===== config.mk =====
export PLATFORM = sky130hd
export DESIGN_NAME = positional_sequence_store_core_flat
export DESIGN_NICKNAME = d
export VERILOG_FILES = /design/src/sv/psq_pkg.sv /design/src/sv/psq_cmd_if.sv /design/src/sv/psq_res_if.sv /design/src/sv/psq_ctrl.sv /design/src/sv/psq_dp.sv /design/src/sv/positional_sequence_store_core.sv /design/src/flat_wrapper.sv
export SDC_FILE = /design/constraint.sdc
export NUM_CORES = 2
export LEC_CHECK = 0
export BUFFER_PORTS_ARGS = -buffer_cell sky130_fd_sc_hd__buf_2
export CAP_MARGIN = 0
export CORE_MARGIN = 4
export CORE_UTILIZATION = 40
export DETAILED_ROUTE_END_ITERATION = 16
export PLACE_DENSITY = 0.62
export SLEW_MARGIN = 10
export SYNTH_ARGS = -nofsm -noshare
export SYNTH_HDL_FRONTEND = slang
export SYNTH_SLANG_ARGS = --single-unit
export TNS_END_PERCENT = 10

===== constraint.sdc =====
create_clock -name clk -period 6.1 [get_ports clk]
set_clock_uncertainty 0.1 [all_clocks]
set_input_delay 1.22 -clock clk [delete_from_list [all_inputs] [get_ports clk]]
set_output_delay 1.22 -clock clk [all_outputs]
set_load 0.01 [all_outputs]

===== src/sv/psq_pkg.sv =====
// Shared types and constants for the positional sequence store.
// Command and status codes, field widths, controller/datapath handshake structs.
// No dependencies.
package psq_pkg;

  localparam int CMD_W    = 4;
  localparam int POS_W    = 7;
  localparam int DATA_W   = 32;
  localparam int COUNT_W  = 7;
  localparam int STATUS_W = 2;
  localparam int ADDR_W   = 3;

  // Register index, taken from paddr[ADDR_W-1]
  localparam logic REG_EMPTY_VALUE = 1'b0;

  typedef enum logic [CMD_W-1:0] {
    CMD_CLEAR        = 4'd0,
    CMD_READ         = 4'd1,
    CMD_WRITE        = 4'd2,
    CMD_INSERT_AT    = 4'd3,
    CMD_INSERT_FRONT = 4'd4,
    CMD_INSERT_REAR  = 4'd5,
    CMD_DELETE_AT    = 4'd6,
    CMD_DELETE_MATCH = 4'd7,
    CMD_SIZE         = 4'd8
  } cmd_t;

  typedef enum logic [STATUS_W-1:0] {
    ST_DONE    = 2'd0,
    ST_BAD_POS = 2'd1,
    ST_FULL    = 2'd2
  } status_t;

  // Controller to datapath commands
  typedef struct packed {
    logic load;      // capture the input transfer
    logic init;      // decode command, check position, set up the sweep
    logic issue_rd;  // read one entry and step the read pointer
    logic finish;    // apply the final write and count update
    logic emit;      // load the result register
  } ctl_t;

  // Datapath to controller status
  typedef struct packed {
    logic reads_left;
    logic pend;
    logic out_busy;
  } stat_t;

endpackage


===== src/sv/psq_cmd_if.sv =====
// Command channel: valid/ready handshake carrying one command item.
// Depends on psq_pkg for field widths.
interface psq_cmd_if;
  logic                              valid;
  logic                              ready;
  logic [psq_pkg::CMD_W-1:0]         command;
  logic [psq_pkg::POS_W-1:0]         position;
  logic signed [psq_pkg::DATA_W-1:0] value;

  modport source (output valid, command, position, value, input ready);
  modport sink   (input valid, command, position, value, output ready);
endinterface


===== src/sv/psq_res_if.sv =====
// Result channel: valid/ready handshake carrying one result item.
// Depends on psq_pkg for field widths.
interface psq_res_if;
  logic                                valid;
  logic                                ready;
  logic signed [psq_pkg::DATA_W-1:0]   read_value;
  logic [psq_pkg::COUNT_W-1:0]         entry_count;
  logic                                is_empty;
  logic [psq_pkg::STATUS_W-1:0]        status;

  modport source (output valid, read_value, entry_count, is_empty, status, input ready);
  modport sink   (input valid, read_value, entry_count, is_empty, status, output ready);
endinterface


===== src/sv/psq_ctrl.sv =====
// Sequencer for the positional sequence store: steps each command through
// decode, entry sweep, final update and result hand-off. Depends on psq_pkg.
module psq_ctrl (
  input  logic            clk,
  input  logic            rst,
  input  logic            cmd_valid,
  output logic            cmd_ready,
  input  psq_pkg::stat_t  stat,
  output psq_pkg::ctl_t   ctl
);

  typedef enum logic [2:0] {
    S_IDLE,
    S_INIT,
    S_RUN,
    S_FINISH,
    S_RESULT
  } state_t;

  state_t state;

  // State register
  always_ff @(posedge clk) begin
    if (rst) begin
      state <= S_IDLE;
    end else begin
      unique case (state)
        S_IDLE:   if (cmd_valid) state <= S_INIT;
        S_INIT:   state <= S_RUN;
        S_RUN:    if (!stat.reads_left && !stat.pend) state <= S_FINISH;
        S_FINISH: state <= S_RESULT;
        S_RESULT: if (!stat.out_busy) state <= S_IDLE;
        default:  state <= S_IDLE;
      endcase
    end
  end

  // Command decode per state
  always_comb begin
    ctl       = '0;
    cmd_ready = 1'b0;
    unique case (state)
      S_IDLE: begin
        cmd_ready = 1'b1;
        ctl.load  = cmd_valid;
      end
      S_INIT:   ctl.init     = 1'b1;
      S_RUN:    ctl.issue_rd = stat.reads_left;
      S_FINISH: ctl.finish   = 1'b1;
      S_RESULT: ctl.emit     = !stat.out_busy;
      default: ;
    endcase
  end

endmodule


===== src/sv/psq_dp.sv =====
// Datapath of the positional sequence store: entry memory, sweep pointers,
// live count and result register. Driven by psq_ctrl; depends on psq_pkg.
module psq_dp #(
  parameter int DEPTH      = 64,
  parameter int ELEM_WIDTH = 32
) (
  input  logic                                clk,
  input  logic                                rst,
  input  psq_pkg::ctl_t                       ctl,
  output psq_pkg::stat_t                      stat,
  input  logic [psq_pkg::CMD_W-1:0]           command,
  input  logic [psq_pkg::POS_W-1:0]           position,
  input  logic signed [psq_pkg::DATA_W-1:0]   value,
  input  logic signed [psq_pkg::DATA_W-1:0]   empty_value,
  input  logic                                res_ready,
  output logic                                res_valid,
  output logic signed [psq_pkg::DATA_W-1:0]   read_value,
  output logic [psq_pkg::COUNT_W-1:0]         entry_count,
  output logic                                is_empty,
  output logic [psq_pkg::STATUS_W-1:0]        status
);

  localparam int AW = $clog2(DEPTH);
  localparam int CW = $clog2(DEPTH + 1);
  localparam int XW = (CW > psq_pkg::POS_W) ? CW : psq_pkg::POS_W;
  localparam int VW = (ELEM_WIDTH < psq_pkg::DATA_W) ? ELEM_WIDTH : psq_pkg::DATA_W;

  typedef enum logic [2:0] {
    M_NONE,
    M_READ,
    M_WRITE,
    M_INSERT,
    M_DEL_AT,
    M_DEL_MATCH,
    M_CLEAR
  } mode_t;

  logic [ELEM_WIDTH-1:0] mem [DEPTH];

  logic [psq_pkg::CMD_W-1:0]         cmd_q;
  logic [XW-1:0]                     pos_q;
  logic [ELEM_WIDTH-1:0]             val_q;
  logic [CW-1:0]                     count;
  logic [CW-1:0]                     rd_idx, wr_idx, rd_left;
  logic                              rd_dn;
  logic                              pend;
  logic [ELEM_WIDTH-1:0]             rd_data;
  mode_t                             mode;
  psq_pkg::status_t                  res_status;
  logic signed [psq_pkg::DATA_W-1:0] res_value;

  // Decode results used at init
  logic                              pos_lt, pos_le, full, ins_ok;
  logic [CW-1:0]                     pos_c, ins_pos;
  mode_t                             i_mode;
  psq_pkg::status_t                  i_status;
  logic [CW-1:0]                     i_rd_idx, i_wr_idx, i_rd_left;
  logic                              i_dn;
  logic signed [psq_pkg::DATA_W-1:0] i_value;
  logic [XW-1:0]                     i_pos;

  // Memory write port
  logic                              mem_we;
  logic [AW-1:0]                     waddr;
  logic [ELEM_WIDTH-1:0]             wdata;

  assign stat.reads_left = (rd_left != '0);
  assign stat.pend       = pend;
  assign stat.out_busy   = res_valid && !res_ready;

  // Position checks and insert target
  always_comb begin
    pos_lt  = pos_q < XW'(count);
    pos_le  = pos_q <= XW'(count);
    full    = (count == CW'(DEPTH));
    pos_c   = pos_q[CW-1:0];
    ins_pos = (cmd_q == psq_pkg::CMD_INSERT_FRONT) ? '0 :
              (cmd_q == psq_pkg::CMD_INSERT_REAR)  ? count : pos_c;
    ins_ok  = (cmd_q != psq_pkg::CMD_INSERT_AT) || pos_le;
  end

  // Command decode: mode, status and sweep setup
  always_comb begin
    i_mode    = M_NONE;
    i_status  = psq_pkg::ST_DONE;
    i_rd_idx  = '0;
    i_wr_idx  = '0;
    i_rd_left = '0;
    i_dn      = 1'b0;
    i_value   = '0;
    i_pos     = pos_q;
    unique case (cmd_q)
      psq_pkg::CMD_CLEAR: i_mode = M_CLEAR;
      psq_pkg::CMD_READ: begin
        if (pos_lt) begin
          i_mode    = M_READ;
          i_rd_idx  = pos_c;
          i_rd_left = CW'(1);
        end else begin
          i_status = psq_pkg::ST_BAD_POS;
          i_value  = empty_value;
        end
      end
      psq_pkg::CMD_WRITE: begin
        if (pos_lt) i_mode = M_WRITE;
        else        i_status = psq_pkg::ST_BAD_POS;
      end
      psq_pkg::CMD_INSERT_AT, psq_pkg::CMD_INSERT_FRONT, psq_pkg::CMD_INSERT_REAR: begin
        if (!ins_ok) begin
          i_status = psq_pkg::ST_BAD_POS;
        end else if (full) begin
          i_status = psq_pkg::ST_FULL;
        end else begin
          // move entries from the tail down to the insert point up one place
          i_mode    = M_INSERT;
          i_pos     = XW'(ins_pos);
          i_rd_idx  = count - CW'(1);
          i_wr_idx  = count;
          i_rd_left = count - ins_pos;
          i_dn      = 1'b1;
        end
      end
      psq_pkg::CMD_DELETE_AT: begin
        if (pos_lt) begin
          i_mode    = M_DEL_AT;
          i_rd_idx  = pos_c + CW'(1);
          i_wr_idx  = pos_c;
          i_rd_left = count - pos_c - CW'(1);
        end else begin
          i_status = psq_pkg::ST_BAD_POS;
        end
      end
      psq_pkg::CMD_DELETE_MATCH: begin
        // compact the whole sequence, dropping matches
        i_mode    = M_DEL_MATCH;
        i_rd_left = count;
      end
      psq_pkg::CMD_SIZE: ;
      default: i_status = psq_pkg::ST_BAD_POS;
    endcase
  end

  // Write port select: sweep writes, then the final write
  always_comb begin
    mem_we = 1'b0;
    waddr  = wr_idx[AW-1:0];
    wdata  = rd_data;
    if (pend) begin
      unique case (mode)
        M_INSERT, M_DEL_AT: mem_we = 1'b1;
        M_DEL_MATCH:        mem_we = (rd_data != val_q);
        default: ;
      endcase
    end
    if (ctl.finish && (mode == M_INSERT || mode == M_WRITE)) begin
      mem_we = 1'b1;
      waddr  = pos_q[AW-1:0];
      wdata  = val_q;
    end
  end

  // Entry memory, registered read
  always_ff @(posedge clk) begin
    if (mem_we) mem[waddr] <= wdata;
    if (ctl.issue_rd) rd_data <= mem[rd_idx[AW-1:0]];
  end

  // Control state: count, sweep progress, result valid
  always_ff @(posedge clk) begin
    if (rst) begin
      count     <= '0;
      rd_left   <= '0;
      pend      <= 1'b0;
      mode      <= M_NONE;
      res_valid <= 1'b0;
    end else begin
      pend <= ctl.issue_rd;
      if (ctl.init) begin
        mode    <= i_mode;
        rd_left <= i_rd_left;
      end else if (ctl.issue_rd) begin
        rd_left <= rd_left - CW'(1);
      end
      if (ctl.finish) begin
        unique case (mode)
          M_CLEAR:     count <= '0;
          M_INSERT:    count <= count + CW'(1);
          M_DEL_AT:    count <= count - CW'(1);
          M_DEL_MATCH: count <= wr_idx;
          default: ;
        endcase
      end
      if (ctl.emit) res_valid <= 1'b1;
      else if (res_valid && res_ready) res_valid <= 1'b0;
    end
  end

  // Payload: captured item, pointers, result fields
  always_ff @(posedge clk) begin
    if (ctl.load) begin
      cmd_q <= command;
      pos_q <= XW'(position);
      val_q <= ELEM_WIDTH'(value[VW-1:0]);
    end
    if (ctl.init) begin
      pos_q      <= i_pos;
      rd_idx     <= i_rd_idx;
      wr_idx     <= i_wr_idx;
      rd_dn      <= i_dn;
      res_status <= i_status;
      res_value  <= i_value;
    end
    if (ctl.issue_rd) rd_idx <= rd_dn ? rd_idx - CW'(1) : rd_idx + CW'(1);
    if (pend) begin
      unique case (mode)
        M_INSERT:    wr_idx <= wr_idx - CW'(1);
        M_DEL_AT:    wr_idx <= wr_idx + CW'(1);
        M_DEL_MATCH: if (rd_data != val_q) wr_idx <= wr_idx + CW'(1);
        M_READ:      res_value <= psq_pkg::DATA_W'($signed(rd_data));
        default: ;
      endcase
    end
    if (ctl.emit) begin
      read_value  <= res_value;
      entry_count <= psq_pkg::COUNT_W'(count);
      is_empty    <= (count == '0);
      status      <= res_status;
    end
  end

`ifndef SYNTHESIS
  a_count_bound: assert property (@(posedge clk) disable iff (rst)
    count <= CW'(DEPTH))
    else $error("live count exceeds depth");

  a_emit_free: assert property (@(posedge clk) disable iff (rst)
    ctl.emit |-> !(res_valid && !res_ready))
    else $error("result loaded over a pending result");

  a_no_collide: assert property (@(posedge clk) disable iff (rst)
    ctl.issue_rd |-> (rd_left != '0) && !(mem_we && waddr == rd_idx[AW-1:0]))
    else $error("sweep read past its range or onto the written entry");

  a_count_hold: assert property (@(posedge clk) disable iff (rst)
    !ctl.finish |=> $stable(count))
    else $error("live count changed outside the final update");
`endif

endmodule


===== src/sv/positional_sequence_store_core.sv =====
// Each command passes through decode, the entry sweep, the final update and the
// result hand-off; the sweep reads k entries (read: 1, insert/delete: entries
// moved, delete matching: live count), one memory read per cycle.
// One command at a time: a new transfer is taken in the cycle after the result
// is loaded.
// Reset clears count, sequencer and result valid; entry memory is not cleared.
module positional_sequence_store_core #(
  parameter int DEPTH      = 64,
  parameter int ELEM_WIDTH = 32
) (
  input  logic                          clk,
  input  logic                          rst,
  psq_cmd_if.sink                       cmd,
  psq_res_if.source                     res,
  input  logic                          psel,
  input  logic                          penable,
  input  logic                          pwrite,
  input  logic [psq_pkg::ADDR_W-1:0]    paddr,
  input  logic [psq_pkg::DATA_W-1:0]    pwdata,
  output logic [psq_pkg::DATA_W-1:0]    prdata,
  output logic                          pready
);

  logic signed [psq_pkg::DATA_W-1:0] empty_value;
  psq_pkg::ctl_t                     ctl;
  psq_pkg::stat_t                    stat;

  // Configuration register
  assign pready = 1'b1;

  always_ff @(posedge clk) begin
    if (rst) begin
      empty_value <= '0;
    end else if (psel && penable && pwrite &&
                 paddr[psq_pkg::ADDR_W-1] == psq_pkg::REG_EMPTY_VALUE) begin
      empty_value <= pwdata;
    end
  end

  assign prdata = (paddr[psq_pkg::ADDR_W-1] == psq_pkg::REG_EMPTY_VALUE) ? empty_value : '0;

  psq_ctrl u_ctrl (
    .clk       (clk),
    .rst       (rst),
    .cmd_valid (cmd.valid),
    .cmd_ready (cmd.ready),
    .stat      (stat),
    .ctl       (ctl)
  );

  psq_dp #(
    .DEPTH      (DEPTH),
    .ELEM_WIDTH (ELEM_WIDTH)
  ) u_dp (
    .clk         (clk),
    .rst         (rst),
    .ctl         (ctl),
    .stat        (stat),
    .command     (cmd.command),
    .position    (cmd.position),
    .value       (cmd.value),
    .empty_value (empty_value),
    .res_ready   (res.ready),
    .res_valid   (res.valid),
    .read_value  (res.read_value),
    .entry_count (res.entry_count),
    .is_empty    (res.is_empty),
    .status      (res.status)
  );

endmodule

===== src/flat_wrapper.sv =====
// flat-port wrapper written by rule: the top's interface ports become plain ports
module positional_sequence_store_core_flat 
#(
  parameter int DEPTH      = 64,
  parameter int ELEM_WIDTH = 32
)
  (clk, rst, psel, penable, pwrite, paddr, pwdata, prdata, pready, cmd_valid, cmd_command, cmd_position, cmd_value, cmd_ready, res_valid, res_read_value, res_entry_count, res_is_empty, res_status, res_ready);
  psq_cmd_if cmd_i ();
  psq_res_if res_i ();
  input  logic clk;
  input  logic rst;
  input  logic psel;
  input  logic penable;
  input  logic pwrite;
  input  logic [psq_pkg::ADDR_W-1:0] paddr;
  input  logic [psq_pkg::DATA_W-1:0] pwdata;
  output logic [psq_pkg::DATA_W-1:0] prdata;
  output logic pready;
  input wire logic [$bits(cmd_i.valid)-1:0] cmd_valid;
  input wire logic [$bits(cmd_i.command)-1:0] cmd_command;
  input wire logic [$bits(cmd_i.position)-1:0] cmd_position;
  input wire logic [$bits(cmd_i.value)-1:0] cmd_value;
  output wire logic [$bits(cmd_i.ready)-1:0] cmd_ready;
  output wire logic [$bits(res_i.valid)-1:0] res_valid;
  output wire logic [$bits(res_i.read_value)-1:0] res_read_value;
  output wire logic [$bits(res_i.entry_count)-1:0] res_entry_count;
  output wire logic [$bits(res_i.is_empty)-1:0] res_is_empty;
  output wire logic [$bits(res_i.status)-1:0] res_status;
  input wire logic [$bits(res_i.ready)-1:0] res_ready;
  assign cmd_i.valid = cmd_valid;
  assign cmd_i.command = cmd_command;
  assign cmd_i.position = cmd_position;
  assign cmd_i.value = cmd_value;
  assign cmd_ready = cmd_i.ready;
  assign res_valid = res_i.valid;
  assign res_read_value = res_i.read_value;
  assign res_entry_count = res_i.entry_count;
  assign res_is_empty = res_i.is_empty;
  assign res_status = res_i.status;
  assign res_i.ready = res_ready;
  positional_sequence_store_core #(.DEPTH(DEPTH), .ELEM_WIDTH(ELEM_WIDTH)) u_core (.clk(clk), .rst(rst), .cmd(cmd_i), .res(res_i), .psel(psel), .penable(penable), .pwrite(pwrite), .paddr(paddr), .pwdata(pwdata), .prdata(prdata), .pready(pready));
endmodule

==> parameters.txt <==
Parameter                              Value

Clock tree
  Insertion delay to the later sink of the worst-skew pair ... about 0.86 ns
  Clock slew at the register clock pins of the worst setup and hold paths ... 0.07 ns
  Count of cells resized by post-cts repair ... 0
  Total setup buffers inserted after CTS ... 0
  Number of H-tree levels ... 4
  Clock tree from TritonCTS ... yes
  Number of buffers added to fix hold violations after cts ... 0
  Clock Tree Buf Depth ... 3
  # clock sinks ... between 2,000 and 2,500
  TritonCTS buffer count ... between 200 and 250
  Cell chosen for the clock root ... clkbuf_16

Global routing
  Via count of the first global-routing pass ... approximately 44,000
  Wire length of the first global-routing pass ... 328,000 µm
  GRT Util Overall ... between 10% and 20%
  GR Overflow Total ... 0
  Largest net degree at the start of global routing ... about 120
  Antenna violations before repair ... 8

Pwr
  Total power ... around 36,000 µW
  VDD IR max ... around 0.33 mV
  PD cells ... 360 nW/µm²
  Leakage dissipation ... 0.0314 µW

Detailed routing
  Number of routed nets with antenna violations ... 0
  Number of DRC markers in iteration 0 ... between 5,000 and 6,000
  Sum of routed wire length over all layers ... about 230,000 µm
  Drc violations ... 0
  Vias per Instance ... approximately 5.8
  Iteration count of the initial detailed-routing pass ... 8
  Vias post-DR ... approximately 44,000
  Routed WL per cell ... roughly 30 µm

Timing
  Worst Max-Slew Pin Slew ... 1.23 ns
  Max frequency ... 0.224 GHz
  Number of setup violations in the final report ... 0
  Time the final worst path needs with I/O delays and setup ... approximately 4.5 ns
  Worst slew slack as a fraction of its limit ... 17.4%
  Unrepaired setup endpoints after global routing ... false
  Fin Hold WS ... around 0.32 ns
  Final Worst Setup Slack ... approximately 1.6 ns
  Max Slew Vio Count ... 0
  Setup_tns ... 0 ns
  Final count of hold timing violations ... 0
  Portion of the clock cycle consumed by the worst path in the final layout ... between 70% and 80%

Critical path
  Data arrival time of the critical path ... around 4.8 ns
  Critical path class ... flip-flop to flip-flop
  Crit Path Max Fanout ... 32
  Required @ worst endpoint ... approximately 6.5 ns
  Sort of element at the end of the critical path ... flip-flop
  Sort of element at the start of the critical path ... flip-flop

Placement
  Worst slack at placement ... approximately 1.8 ns
  Placer congestion estimate ... 0.857
  Estimated wirelength of the detail-placed design ... 127,000 µm
  Number of port buffers ... ~160

Cells and area
  Most common library cell in the layout ignoring fill and taps ... edfxtp_1
  Highest-count cells in the layout ignoring fill and taps ... edfxtp_1 (2,174), mux4_2 (654), nand2_1 (237)
  Fraction of layout instances using a drive strength above 1 ... ~30%
  Finished Core Util ... about 46%
  Signed area change from the synthesized netlist to the final layout ... 13.8%
  Number of nets in the finished design ... ~4,600

Synthesis
  Cell types occupying the most area after synthesis ... edfxtp_1 (74%), mux4_2 (17%), dfxtp_1 (2.1%)
  Sequential area share after synthesis ... roughly three quarters
  Primary flip-flop cell chosen by synthesis mapping ... edfxtp_1
  Post-synthesis sequential element count ... roughly 2,300
  Number of flops mapped to enable cells by yosys ... approximately 2,200
  Synthesized netlist net count ... between 4,000 and 5,000
  Proportion of synthesized flip-flops having asynchronous set or reset ... 0%
  Avg Inst Size Synth ... about 21 µm²
  Synth warnings ... 0
  Synth Instances ... slightly above 4,000
  Synth area leader ... edfxtp_1
  Netlist cell types ... 71
  Area share of the largest cell type after synthesis ... 73.6%
  Netlist area before placement ... approximately 89,000 µm²

Die
  Cell row count ... ~170
  Die width ... about 480 µm
  Overall die height ... between 400 and 500 µm
  Initial Utilization ... around two fifths
  Ports placed on the boundary ... roughly 160
  Die area ... 229,000 µm²
  Core area ... between 200,000 and 250,000 µm²

Status
  Status ... completed

Run
  Max-capacitance violation count ... 0

Min path
  Tightest Hold Check Type ... flip-flop to flip-flop
-- cells in the mapped netlist, types with 10 or more instances --
| cell | n |
|---|---|
| buf_2 | 45 |
| o21ai_1 | 56 |
| dfxtp_1 | 93 |
| inv_1 | 38 |
| mux4_2 | 654 |
| buf_1 | 19 |
| a31oi_1 | 21 |
| mux2i_1 | 28 |
| a21oi_1 | 72 |
| nand4_1 | 10 |
| nand2_1 | 262 |
| ha_1 | 30 |
| a22oi_1 | 40 |
| o21ai_0 | 29 |
| nor3_1 | 93 |
| nand3_1 | 20 |
| buf_4 | 18 |
| xnor2_1 | 49 |
| nor2_1 | 44 |
| clkbuf_1 | 150 |
| edfxtp_1 | 2174 |
| mux2_2 | 18 |
| nor2b_1 | 37 |
-- worst max-delay path: stages, from the launching register on --
cell and delay (ns):
dfxtp_1 0.66, nand2_1 0.15, or2_1 0.43, a21oi_1 0.54
a41oi_4 0.18, buf_4 0.34, nor3_2 1.03, buf_4 0.58
-- flip-flops by register name, indices dropped and copies added, names as in the netlist --
| name | flops |
|---|---|
| u_core.u_dp.read_value | 32 |
| u_core.u_dp.rd_left | 7 |
| u_core.u_dp.wr_idx | 7 |
| u_core.u_dp.is_empty | 1 |
| u_core.u_dp.pos_c | 7 |
| u_core.u_dp.pend | 1 |
| u_core.u_dp.rd_dn | 1 |
| u_core.u_dp.val_q | 32 |
| u_core.u_dp.res_value | 32 |
| u_core.u_dp.rd_data | 32 |
| u_core.u_dp.count | 7 |
| u_core.u_dp.mem | 2048 |
| u_core.u_dp.status | 2 |
| u_core.u_ctrl.state | 3 |
| u_core.u_dp.entry_count | 7 |
| u_core.u_dp.cmd_q | 4 |
| u_core.empty_value | 32 |
| u_core.u_dp.res_valid | 1 |
| u_core.u_dp.rd_idx | 6 |
| u_core.u_dp.res_status | 2 |
| u_core.u_dp.mode | 3 |
-- stage by stage --
step                      std cells  area [µm²]
after global placement         7193       94100
after floorplan                4147       88700
final                          7598      101000
after CTS                      7590      101000
after detailed placement       7194       94100
after global routing           7595      101000
-- cell type report --
| class | count | area (µm²) |
|---|---|---|
| fillers | 18200 | 119000 |
| well taps | 2958 | 3700 |
| diodes | 8 | 20.0 |
| repair buffers | 324 | 2260 |
| clock buffers | 274 | 5710 |
| inverters | 41 | 154 |
| clock inverters | 122 | 1130 |
| flip-flops and latches | 2267 | 67100 |
| multi-input cells | 1604 | 20900 |
-- layer usage --
metal  routed length, µm  share of wire [%]  vias up  GRT usage [%]
met3               17600                7.7      340           3.54
li1                    -                  -    17900              -
met2              112000                 49     1908           32.1
met5                  27              0.012        -              0
met4                6930                3.0        4           6.32
met1               92700                 40    23800           27.4
-- kinds of logic after synthesis --
group / count (synthesis) / synth area share (%)
flops: 2267 / 75.7
mux: 700 / 17.1
simple gates: 516 / 2.68
compound gates: 299 / 2.14
buf+inv: 276 / 1.33
xor+xnor: 55 / 0.543
fa+ha+maj: 33 / 0.491
other cells: 1 / 0.00423
-- worst paths after layout --
check | startpoint | to | slack, ns | depth (start not counted)
setup / recovery | u_core.u_dp.mode[0] | u_core.u_dp.mem[32][7] | 1.63 | 7
hold / removal | u_core.u_dp.res_status[1] | u_core.u_dp.status[1] | 0.32 | 0
setup reg to reg | u_core.u_dp.mode[0] | u_core.u_dp.mem[32][7] | 1.63 | 7
hold reg to reg | u_core.u_dp.res_status[1] | u_core.u_dp.status[1] | 0.32 | 0
-- report_power, final --
part	switching [µW]	leakage, µW	internal, µW
clock	5710	0.00335	7330
combinational	3100	0.00772	2430
sequential	188	0.0203	17600
total	8990	0.0314	27300
No activity file was read; power rests on OpenSTA's default activity.
